$ cat config.mk
export PLATFORM = sky130hd
export DESIGN_NAME = bmm_mac
export DESIGN_NICKNAME = d
export VERILOG_FILES = /design/src/hdl/blocked_matrix_multiply_assert.svh /design/src/hdl/bmm_pkg.sv /design/src/hdl/bmm_mac.sv
export SDC_FILE = /design/constraint.sdc
export NUM_CORES = 1
export LEC_CHECK = 0
export BUFFER_PORTS_ARGS = -buffer_cell sky130_fd_sc_hd__clkbuf_2
export CAP_MARGIN = 30
export CORE_MARGIN = 2
export CORE_UTILIZATION = 40
export CTS_CLUSTER_SIZE = 16
export DETAILED_ROUTE_END_ITERATION = 6
export GPL_TIMING_DRIVEN = 1
export PLACE_DENSITY = 0.67
export SYNTH_ARGS = -nofsm -noshare
export SYNTH_HDL_FRONTEND = slang
export SYNTH_SLANG_ARGS = --single-unit
$ cat constraint.sdc
create_clock -name clk -period 9.71 [get_ports clk]
set_clock_uncertainty 0.15 [all_clocks]
set_input_delay 1.4565 -clock clk [delete_from_list [all_inputs] [get_ports clk]]
set_output_delay 1.4565 -clock clk [all_outputs]
set_load 0.01 [all_outputs]
$ cat src/hdl/blocked_matrix_multiply_assert.svh
// Assertion macros for the blocked matrix multiply engine.
// Each macro expects signals named clk and rst in the module that uses it.
`ifndef BLOCKED_MATRIX_MULTIPLY_ASSERT_SVH
`define BLOCKED_MATRIX_MULTIPLY_ASSERT_SVH

`define BMM_ASSERT_NOW(label, cond, msg) \
  label: assert property (@(posedge clk) disable iff (rst) (cond)) else $error(msg);

`define BMM_ASSERT_IMPL(label, ante, cons, msg) \
  label: assert property (@(posedge clk) disable iff (rst) (ante) |-> (cons)) \
    else $error(msg);

`endif

$ cat src/hdl/bmm_pkg.sv
package bmm_pkg;

  localparam int ELEM_W = 16;
  localparam int PROD_W = 2 * ELEM_W;
  localparam int ACC_W = 40;
  localparam int CFG_W = 3;
  localparam int CFG_IDX_W = 2;
  localparam int COORD_W = 6;

  localparam logic [CFG_IDX_W-1:0] CFG_ROW_BLOCKS = 2'd0;
  localparam logic [CFG_IDX_W-1:0] CFG_COL_BLOCKS = 2'd1;
  localparam logic [CFG_IDX_W-1:0] CFG_INNER_BLOCKS = 2'd2;
  localparam logic [CFG_W-1:0] CFG_RESET = 3'd4;

  localparam logic KIND_DONE = 1'b0;
  localparam logic KIND_READ = 1'b1;
  localparam logic STATUS_OK = 1'b0;
  localparam logic STATUS_RANGE = 1'b1;

  typedef enum logic [1:0] {
    FUNC_WRITE_A = 2'd0,
    FUNC_WRITE_B = 2'd1,
    FUNC_COMPUTE = 2'd2,
    FUNC_READ_C  = 2'd3
  } func_t;

  typedef enum logic [1:0] {
    ST_IDLE,
    ST_RUN,
    ST_DRAIN,
    ST_DONE
  } state_t;

  typedef struct packed {
    func_t                     func;
    logic [COORD_W-1:0]        row;
    logic [COORD_W-1:0]        col;
    logic signed [ELEM_W-1:0]  value;
  } item_t;

  typedef struct packed {
    logic                     kind;
    logic                     status;
    logic signed [ACC_W-1:0]  product;
  } result_t;

  typedef struct packed {
    logic valid;
    logic first;
    logic last;
  } mac_ctl_t;

endpackage

$ cat src/hdl/bmm_mac.sv
module bmm_mac #(
  parameter int AW = 12
) (
  input  logic                                clk,
  input  logic                                rst,
  input  bmm_pkg::mac_ctl_t                   issue,
  input  logic [AW-1:0]                       issue_addr,
  input  logic signed [bmm_pkg::ELEM_W-1:0]   a_data,
  input  logic signed [bmm_pkg::ELEM_W-1:0]   b_data,
  output logic                                c_we,
  output logic [AW-1:0]                       c_waddr,
  output logic signed [bmm_pkg::ACC_W-1:0]    c_wdata,
  output logic                                busy
);

  bmm_pkg::mac_ctl_t                  s1;
  bmm_pkg::mac_ctl_t                  s2;
  logic [AW-1:0]                      s1_addr;
  logic [AW-1:0]                      s2_addr;
  logic signed [bmm_pkg::PROD_W-1:0]  prod;
  logic signed [bmm_pkg::ACC_W-1:0]   acc;
  logic signed [bmm_pkg::ACC_W-1:0]   sum;

  always_ff @(posedge clk) begin
    if (rst) begin
      s1 <= '0;
      s2 <= '0;
    end else begin
      s1 <= issue;
      s2 <= s1;
    end
  end

  always_ff @(posedge clk) begin
    s1_addr <= issue_addr;
    s2_addr <= s1_addr;
    prod <= a_data * b_data;
    if (s2.valid) begin
      acc <= sum;
    end
  end

  always_comb begin
    sum = (s2.first ? '0 : acc) +
          {{(bmm_pkg::ACC_W - bmm_pkg::PROD_W){prod[bmm_pkg::PROD_W-1]}}, prod};
  end

  assign c_we = s2.valid && s2.last;
  assign c_waddr = s2_addr;
  assign c_wdata = sum;
  assign busy = s1.valid || s2.valid;

endmodule

==> metrics, run 1 <==
status=finished, violations left; failing checks=DRC; # resized after CTS=0; TritonCTS clock tree=done; crit-path most repeated cell=fa_1; Placer Congestion=0.8674; Final Critical Period=between 7000 and 8000 ps; # clock sinks=102; Syn-to-layout area delta=8.578%; layout cells sized above 1=8.824%; fin crit share=76.64%; Routed WL per cell=about 15 µm; crit-path max FO=16; Max Cap Viol=0; total grt overflow=0; Die Footprint=0.03808 mm²; DRT antenna net count=0; hpwl dp=26.38 mm; top-level port count=slightly above 100; Clock Path Buffers=2; cell row count=70; Finished Cell Area=between 0.015 and 0.02 mm²; max incr delay on CP=830 ps; Final setup viols=0; placed inst area=0.01558 mm²; synthesized flop and latch total=102; number of global-route vias before repair=11370; largest net degree at the start of global routing=41; CP Cell Sequence=clkbuf_2 > nand2_1 > inv_1 > fa_1 > fa_1 > fa_1 > fa_1 > fa_1 > inv_1 > fa_1 > inv_1 > ha_1 > a21oi_1 > o221ai_1 > nor4_1 > a21oi_2 > o31a_1 > a21o_1 > a21oi_2 > xnor2_1; hold buffer count at CTS=0; top-area cell type share of the netlist area=36.02%; Worst Path Buf+Inv=4; starting density of the core=40.31%; Synth area leader=fa_1; nets=2026; main area contributors after synthesis=fa_1 (36%), ha_1 (10%), dfxtp_1 (8.5%), edfxtp_1 (8.2%), inv_1 (7.5%); slew of the pin with the lowest slew margin=643.3 ps; Distinct cells, synth=58; Avg Inst Size Synth=9.609 µm²; crit path max-delay cell type=fa_1; kind of critical path=input pin to register; Core ar.=0.03626 mm²; Buffers on Ports=between 100 and 150; first-pass GRT wire length=54.74 mm; Via Count=approximately 10000; synthesized net count=around 2000; met2 Usage GRT=32.84%; n_diodes=0; setup tns final=0 ps; clk_lat worst skew=350 ps; Primary FF master, synth=dfxtp_1; Num CTS Buffers=9; CP required=just under 10000 ps; Hold Path Class=register to register; CP top delay family=adder cells; Ys Warns=0; most common cell after layout, fill and taps aside=inv_1; initial DRC count=466; commonest cells after routing, fill and taps aside=inv_1 (293), fa_1 (263), nand2_1 (149); M3 GR Usage=between 1.5 and 2%; Die X=195.2 µm; number of remaining DRC errors=1; Gate Count Post-Synth=1521; endpoint class of the critical path=register; Seq/Total Area, Yosys=16.71%; die height=approximately 200 µm; CP Data Arrival Time=~7600 ps; initial antenna violation count=0; grt met1 use=approximately a fifth; Setup crit start kind=input pin; root buffer cell=clkbuf_16; ys async rst share=0%; Total GRT Usage=17.77%; Post-synth EDFFs=40; final WL=31.51 mm; area of the mapped netlist=roughly 0.015 mm²; global route hottest layer=met2; H-tree Lvls=3; hold_ws=roughly 180 ps; Worst slew margin=56.75%; Fin. Hold Viols=0; first-pass iteration count of the detailed router=7; unrepaired setup endpoints after global routing=false; Vias/cell=5.073; Post-CTS Setup Bufs=0; Max Slew Vio Count=0; fmax=134.4 MHz; clock slew at reported path FFs=70 ps
==> final timing paths <==
check	depth (start not counted)	end	slack [ps]	startpoint
worst max-delay path	20	prod[31]	2270	b_data[1]
worst min-delay path	0	c_waddr[6]	180	s1_addr[6]
worst max register to register	12	acc[37]	5830	s2[1]
worst min register to register	0	c_waddr[6]	180	s1_addr[6]
==> layout make-up <==
class	count	area [µm²]
Timing Repair Buffer	104	538.0
Fill cell	3575	20390
Clock inverter	6	52.55
Sequential cell	102	2444
Multi-Input combinational cell	1083	10910
Inverter	293	1100
Clock buffer	10	239.0
Tap cell	468	585.6
==> worst register-to-register path, stage by stage, from the launching register on <==
cell and delay (ps):
dfxtp_1 310, buf_4 390, nor2b_1 140, ha_1 390, a21oi_1 330, nor2_1 90, a211oi_1 270, o21ai_0 180
o211ai_1 230, a41oi_1 280, a221oi_2 520, mux2i_1 230, nand3_1 110
==> metrics by stage <==
| step | utilization, % | std cells | setup WS (ps) |
|---|---|---|---|
| after floorplan | - | 1521 | 2473 |
| after global placement | 42.91 | 2049 | 2123 |
| after detailed placement | 42.96 | 2050 | 1938 |
| after CTS | 43.76 | 2066 | 2304 |
| after global routing | 43.76 | 2066 | 2005 |
| final | 43.76 | 2066 | 2268 |
==> cell usage after synthesis, types with 40 or more instances <==
master	n
inv_1	293
fa_1	263
nand2_1	149
and2_1	128
ha_1	121
nor2_1	67
dfxtp_1	62
nor2b_1	47
xnor2_1	47
a21oi_1	46
clkbuf_1	42
edfxtp_1	40
==> registers in the layout (all words and copies together) (netlist names) <==
name,cells
acc,40
prod,32
c_waddr,12
s1_addr,12
s1,3
s2,3
==> per-layer routing <==
metal	up-vias	wire length [µm]
met1	5286	12890
li1	4888	-
met4	0	1204
met5	-	0
met3	80	865
met2	227	16550
==> kinds of logic (layout without fill, tap and decap cells) <==
| family | Yosys count | after routing | synth area share (%) |
|---|---|---|---|
| mux | 3 | 3 | 0.2055 |
| buf+inv | 336 | 413 | 8.638 |
| flops | 102 | 102 | 16.71 |
| simple gates | 453 | 453 | 15.63 |
| compound gates | 179 | 179 | 8.595 |
| xor+xnor | 64 | 64 | 3.835 |
| fa+ha+maj | 384 | 384 | 46.38 |
Power of run 1 is not shown: default switching activity piles up to over one toggle a cycle in this logic, so the estimate is an artifact.
==> run 2: changes to the inputs <==
- ABC_AREA: unset -> 1
- PLACE_DENSITY: 0.67 -> 0.66
- clock period: 9.71 -> 7.52 ns (I/O delays scaled with it)
==> metrics, run 2 <==
Clock Path Buffers=2 (unchanged); cell row count=75 (+7.1%); Distinct cells, synth=32 (-45%); most common cell after layout, fill and taps aside=nand2_1; met3 WL=1.850 mm (+110%); initial DRC count=864 (+85%); fin crit share=88.06%; Num CTS Buffers=9 (unchanged); synthesized flop and latch total=102 (unchanged); met1 wire length=19.15 mm (+49%); Routed WL per cell=14.54 µm (-4.7%); Post-synth EDFFs=40 (unchanged); Gate Count Post-Synth=2324 (+53%); crit path max-delay cell type=fa_1; Die X=208.8 µm (+7.0%); CP Data Arrival Time=6710 ps (-860 ps); hpwl dp=36.84 mm (+40%); kind of critical path=input pin to register; Seq/Total Area, Yosys=14.56% (-2.2 points); Syn-to-layout area delta=7.830%; unrepaired setup endpoints after global routing=false; layout cells sized above 1=7.128% (-1.7 points); Setup crit start kind=input pin; top routing layer in use=met4; Primary FF master, synth=dfxtp_1; Final Critical Period=6622 ps; hold buffer count at CTS=0 (unchanged); Synth area leader=fa_1; main area contributors after synthesis=fa_1 (31%), nand2_1 (16%), inv_1 (15%), ha_1 (9.0%), dfxtp_1 (7.4%); endpoint class of the critical path=register; # resized after CTS=0 (unchanged); Ys Warns=0 (unchanged); Core ar.=0.04167 mm² (+15%); CP Cell Sequence=clkbuf_2 > nand2_1 > inv_1 > fa_1 > fa_1 > fa_1 > fa_1 > fa_1 > inv_1 > fa_1 > inv_1 > ha_1 > nand2_1 > nor2_1 > inv_1 > nor3_1 > nand3_1 > nand4_1 > nand2_1; number of remaining DRC errors=0 (-1); Max Slew Vio Count=0 (unchanged); top-level port count=103 (unchanged); status=finished, final reports clean; Max Cap Viol=0 (unchanged); Hold Path Class=register to register; Largest regs=acc: 40 flops, prod: 32 flops; max incr delay on CP=840 ps (about the same); CP required=7610 ps (-2220 ps); ys async rst share=0% (unchanged); first-pass GRT wire length=72.08 mm (+32%); Vias/cell=4.723 (-6.9%); die height=208.8 µm (+7.0%); H-tree Lvls=3 (unchanged); Via Count=13810 (+32%); starting density of the core=40.27% (about the same); # clock sinks=102 (unchanged); top-area cell type share of the netlist area=31.38% (-4.6 points); Die Footprint=0.04360 mm² (+14%); Largest register FFs=40 (unchanged); clock slew at reported path FFs=80 ps (about the same); synthesized net count=2757 (+41%); # fillers=4323 (+21%); multi-input logic area=0.01162 mm² (+6.5%); TritonCTS clock tree=done; area of the mapped netlist=0.01678 mm² (+15%); Placer Congestion=0.9325 (+7.5%); nets=2813 (+39%); slew of the pin with the lowest slew margin=925.3 ps (+282.0 ps); crit-path most repeated cell=fa_1; number of global-route vias before repair=14450 (+27%); Biggest register=acc; Buffers on Ports=102 (unchanged); top-count cell post-synth=nand2_1; setup tns final=0 ps (unchanged); root buffer cell=clkbuf_16; fmax=about 150 MHz; Final setup viols=0 (unchanged); Fin. Hold Viols=0 (unchanged); DRT antenna net count=0 (unchanged); final WL=42.52 mm (+35%); Post-CTS Setup Bufs=0 (unchanged); initial antenna violation count=0 (unchanged); commonest cells after routing, fill and taps aside=nand2_1 (696), inv_1 (658), fa_1 (263); Total GRT Usage=20.58% (+2.8 points); Synth top cells by count=nand2_1 (696), inv_1 (658), fa_1 (263); clk_lat worst skew=360 ps (about the same); crit-path max FO=16 (unchanged); Worst slew margin=38.23% (-19 points); total grt overflow=0 (unchanged); register area=0.002444 mm² (unchanged); largest net degree at the start of global routing=24 (-41%); Avg Inst Size Synth=7.220 µm² (-25%); n_diodes=0 (unchanged); first-pass iteration count of the detailed router=5 (-2); WL met2=20.48 mm (+24%)
run 2: cell types whose count changed after synthesis, moves of 35 or more:
cell	change
nand2_1	+547
inv_1	+365
and2_1	-128
nor2_1	+88
nand3_1	+56
nor2b_1	-47
xnor2_1	-37
a21o_1	-35
run 2: through the flow:
step	cells	cell area (µm²)	util, %	hold WS [ps]	worst slack (ps)
after global placement	2907	17770	42.64	159.9	621.3
after global routing	2924	18090	43.42	187.0	591.8
after detailed placement	2908	17790	42.71	162.1	529.9
final	2924	18090	43.42	179.8	897.9
after floorplan	2324	16780	-	159.6	1110
after CTS	2924	18090	43.42	179.1	916.8
run 2: path summary, 6_finish.rpt:
kind	start	end	slack (ps)	cells past startpoint
worst max-delay path	b_data[1]	prod[27]	900	19
worst min-delay path	s1_addr[4]	c_waddr[4]	180	0
worst max register to register	s2[1]	acc[34]	4170	10
worst min register to register	s1_addr[4]	c_waddr[4]	180	0
run 2: logic make-up after synthesis:
| kind of cell | after synthesis | share of synthesized area [%] |
|---|---|---|
| adder cells (fa/ha/maj) | 384 | 40.40 |
| AND/OR/NAND/NOR | 990 | 23.90 |
| buffers and inverters | 723 | 16.17 |
| XOR/XNOR | 43 | 2.245 |
| AO/OA/AOI/OAI | 82 | 2.722 |
| flip-flops | 102 | 14.56 |
run 2: critical path, delay by kind of cell:
family | cells | cell delay [ps]
adders and majority gates | 7 | 3820
buffers and inverters | 5 | 510
and+or+nand+nor | 7 | 1240
run 2: metal layers:
| layer | vias to the layer above | global-route usage, % |
|---|---|---|
| met5 | - | 0 |
| met4 | 0 | 5.640 |
| met3 | 71 | 2.164 |
| met2 | 315 | 35.85 |
| met1 | 6649 | 27.26 |
| li1 | 6776 | - |
run 2: layout make-up:
type	count	share of cell area (%)
multi-input combinational	1499	64.24
tap	539	3.728
clock buffer	9	1.245
clock inverter	7	0.4080
sequential	102	13.51
timing repair buffer	108	3.181
inverter	660	13.69
Power of run 2 is left out for the same reason.
==> run 3: changes to the inputs <==
--- a/config.mk
+++ b/config.mk
@@ -7,5 +7,5 @@
 export LEC_CHECK = 0
 export ABC_AREA = 1
-export BUFFER_PORTS_ARGS = -buffer_cell sky130_fd_sc_hd__clkbuf_2
+export BUFFER_PORTS_ARGS = -buffer_cell sky130_fd_sc_hd__buf_2
 export CAP_MARGIN = 30
 export CORE_MARGIN = 2
@@ -15,4 +15,5 @@
 export GPL_TIMING_DRIVEN = 1
 export PLACE_DENSITY = 0.66
+export SKIP_CTS_REPAIR_TIMING = 1
 export SYNTH_ARGS = -nofsm -noshare
 export SYNTH_HDL_FRONTEND = slang
==> constraint.sdc (replaced) <==
create_clock -name clk -period 7.52 [get_ports clk]
set_clock_uncertainty 0.15 [all_clocks]
set_input_delay 0 -clock clk [delete_from_list [all_inputs] [get_ports clk]]
set_output_delay 0 -clock clk [all_outputs]
set_load 0.01 [all_outputs]
==> metrics, run 3 (same netlist as run 2, synthesis figures left out) <==
Fin. Hold Viols=0 (unchanged); first-pass iteration count of the detailed router=7 (+2); status=finished, final reports clean; number of remaining DRC errors=0 (unchanged); CP required=7640 ps (+30 ps); cell row count=75 (unchanged); endpoint class of the critical path=register; clk_lat worst skew=370 ps (about the same); max incr delay on CP=840 ps (about the same); CP top delay family=adder cells; Vias/cell=4.747 (+0.50%); Finished Cell Area=0.01828 mm² (+1.1%); n_diodes=0 (unchanged); largest net degree at the start of global routing=40 (+67%); hold_ws=80.44 ps (-99.40 ps); Core ar.=0.04167 mm² (unchanged); Worst slew margin=59.05% (+21 points); first-pass GRT wire length=71.35 mm (-1.0%); placed inst area=0.01776 mm² (-0.17%); Largest regs=acc: 40 flops, prod: 32 flops; Biggest register=acc; Placer Congestion=0.9242 (-0.89%); Routed WL per cell=14.47 µm (-0.47%); final WL=42.55 mm (about the same); Via Count=13960 (+1.0%); fin crit share=71.34% (-17 points); hpwl dp=36.43 mm (-1.1%); number of global-route vias before repair=14530 (+0.53%); kind of critical path=input pin to register; nets=2829 (+0.57%); Worst Path Buf+Inv=2 (-3); Largest register FFs=40 (unchanged); die height=208.8 µm (unchanged); fmax=186.4 MHz (+23%); H-tree Lvls=3 (unchanged); Die Footprint=0.04360 mm² (unchanged); CP Cell Sequence=buf_2 > nand2_1 > inv_1 > fa_1 > fa_1 > fa_1 > fa_1 > fa_1 > fa_1 > ha_1 > nand2_1 > nor2_1 > nand2_1 > nor4_1 > nand2_1 > nand4_1 > nand2_1; crit path max-delay cell type=fa_1; Total GRT Usage=20.35% (-0.24 points); crit-path most repeated cell=fa_1; reg-to-reg critical path startpoint=s2[1]; Final setup viols=0 (unchanged); HP Start=b_data[1]; top-level port count=103 (unchanged); root buffer cell=clkbuf_16; Clock Path Buffers=2 (unchanged); Syn-to-layout area delta=8.963%; Final Critical Period=5364 ps (-1258 ps); total grt overflow=0 (unchanged); CP startpoint=a_data[15]; initial DRC count=807 (-6.6%); Num CTS Buffers=9 (unchanged); Hold Path Class=input pin to register; starting density of the core=40.27% (unchanged); # clock sinks=102 (unchanged); setup tns final=0 ps (unchanged); clock slew at reported path FFs=90 ps (about the same); unrepaired setup endpoints after global routing=false; Buffers on Ports=102 (unchanged); DRT antenna net count=0 (unchanged); Die X=208.8 µm (unchanged); commonest cells after routing, fill and taps aside=nand2_1 (696), inv_1 (658), fa_1 (263); crit-path max FO=16 (unchanged); Setup crit start kind=input pin; TritonCTS clock tree=done; initial antenna violation count=0 (unchanged); Max Cap Viol=0 (unchanged); CP Data Arrival Time=5480 ps (-1230 ps); layout cells sized above 1=6.914% (-0.21 points); most common cell after layout, fill and taps aside=nand2_1; Max Slew Vio Count=0 (unchanged); slew of the pin with the lowest slew margin=613.6 ps (-311.6 ps)
-- run 3: changes by cell type in the layout (fill, tap and decap cells not counted), moves of 2 or more --
cell           delta
buf_2           +102
inv_6             +2
buf_4             -4
clkinv_8          +2
inv_8             -2
clkbuf_2        -102
clkinv_4          -2
dlygate4sd3_1    +20
-- run 3: routing by layer --
layer | vias up | track usage [%] | routed length, µm
met1 | 6734 | 26.88 | 18610
met3 | 61 | 1.849 | 2254
met5 | - | 0 | 0
met4 | 0 | 5.049 | 943
li1 | 6815 | - | -
met2 | 346 | 35.98 | 20740
-- run 3: final cells by class --
type	count	area, µm²
well taps	539	674.4
inverters	660	2477
clock buffers	9	225.2
repair buffers	124	745.7
flip-flops and latches	102	2444
fillers	4318	23380
multi-input cells	1499	11620
clock inverters	7	93.84
-- run 3: per-stage QoR --
step                setup WS [ps]  util (%)  std cells
finish                       2156     43.88       2940
CTS                          2164     43.40       2920
global route                 1770     43.88       2940
floorplan                    2238         -       2324
detailed placement           1780     42.63       2904
global placement             1746     42.57       2903
-- run 3: worst min-delay path: stages --
cell and delay, ps:
buf_2 280, nand2_1 100, inv_1 60, ha_1 120
-- run 3: worst paths after layout --
path	to	slack (ps)	depth (start not counted)
setup / recovery	prod[28]	2160	17
hold / removal	prod[1]	80	4
hold reg to reg	c_waddr[7]	180	0
setup reg to reg	acc[18]	4500	15
Power of run 3 is left out for the same reason.
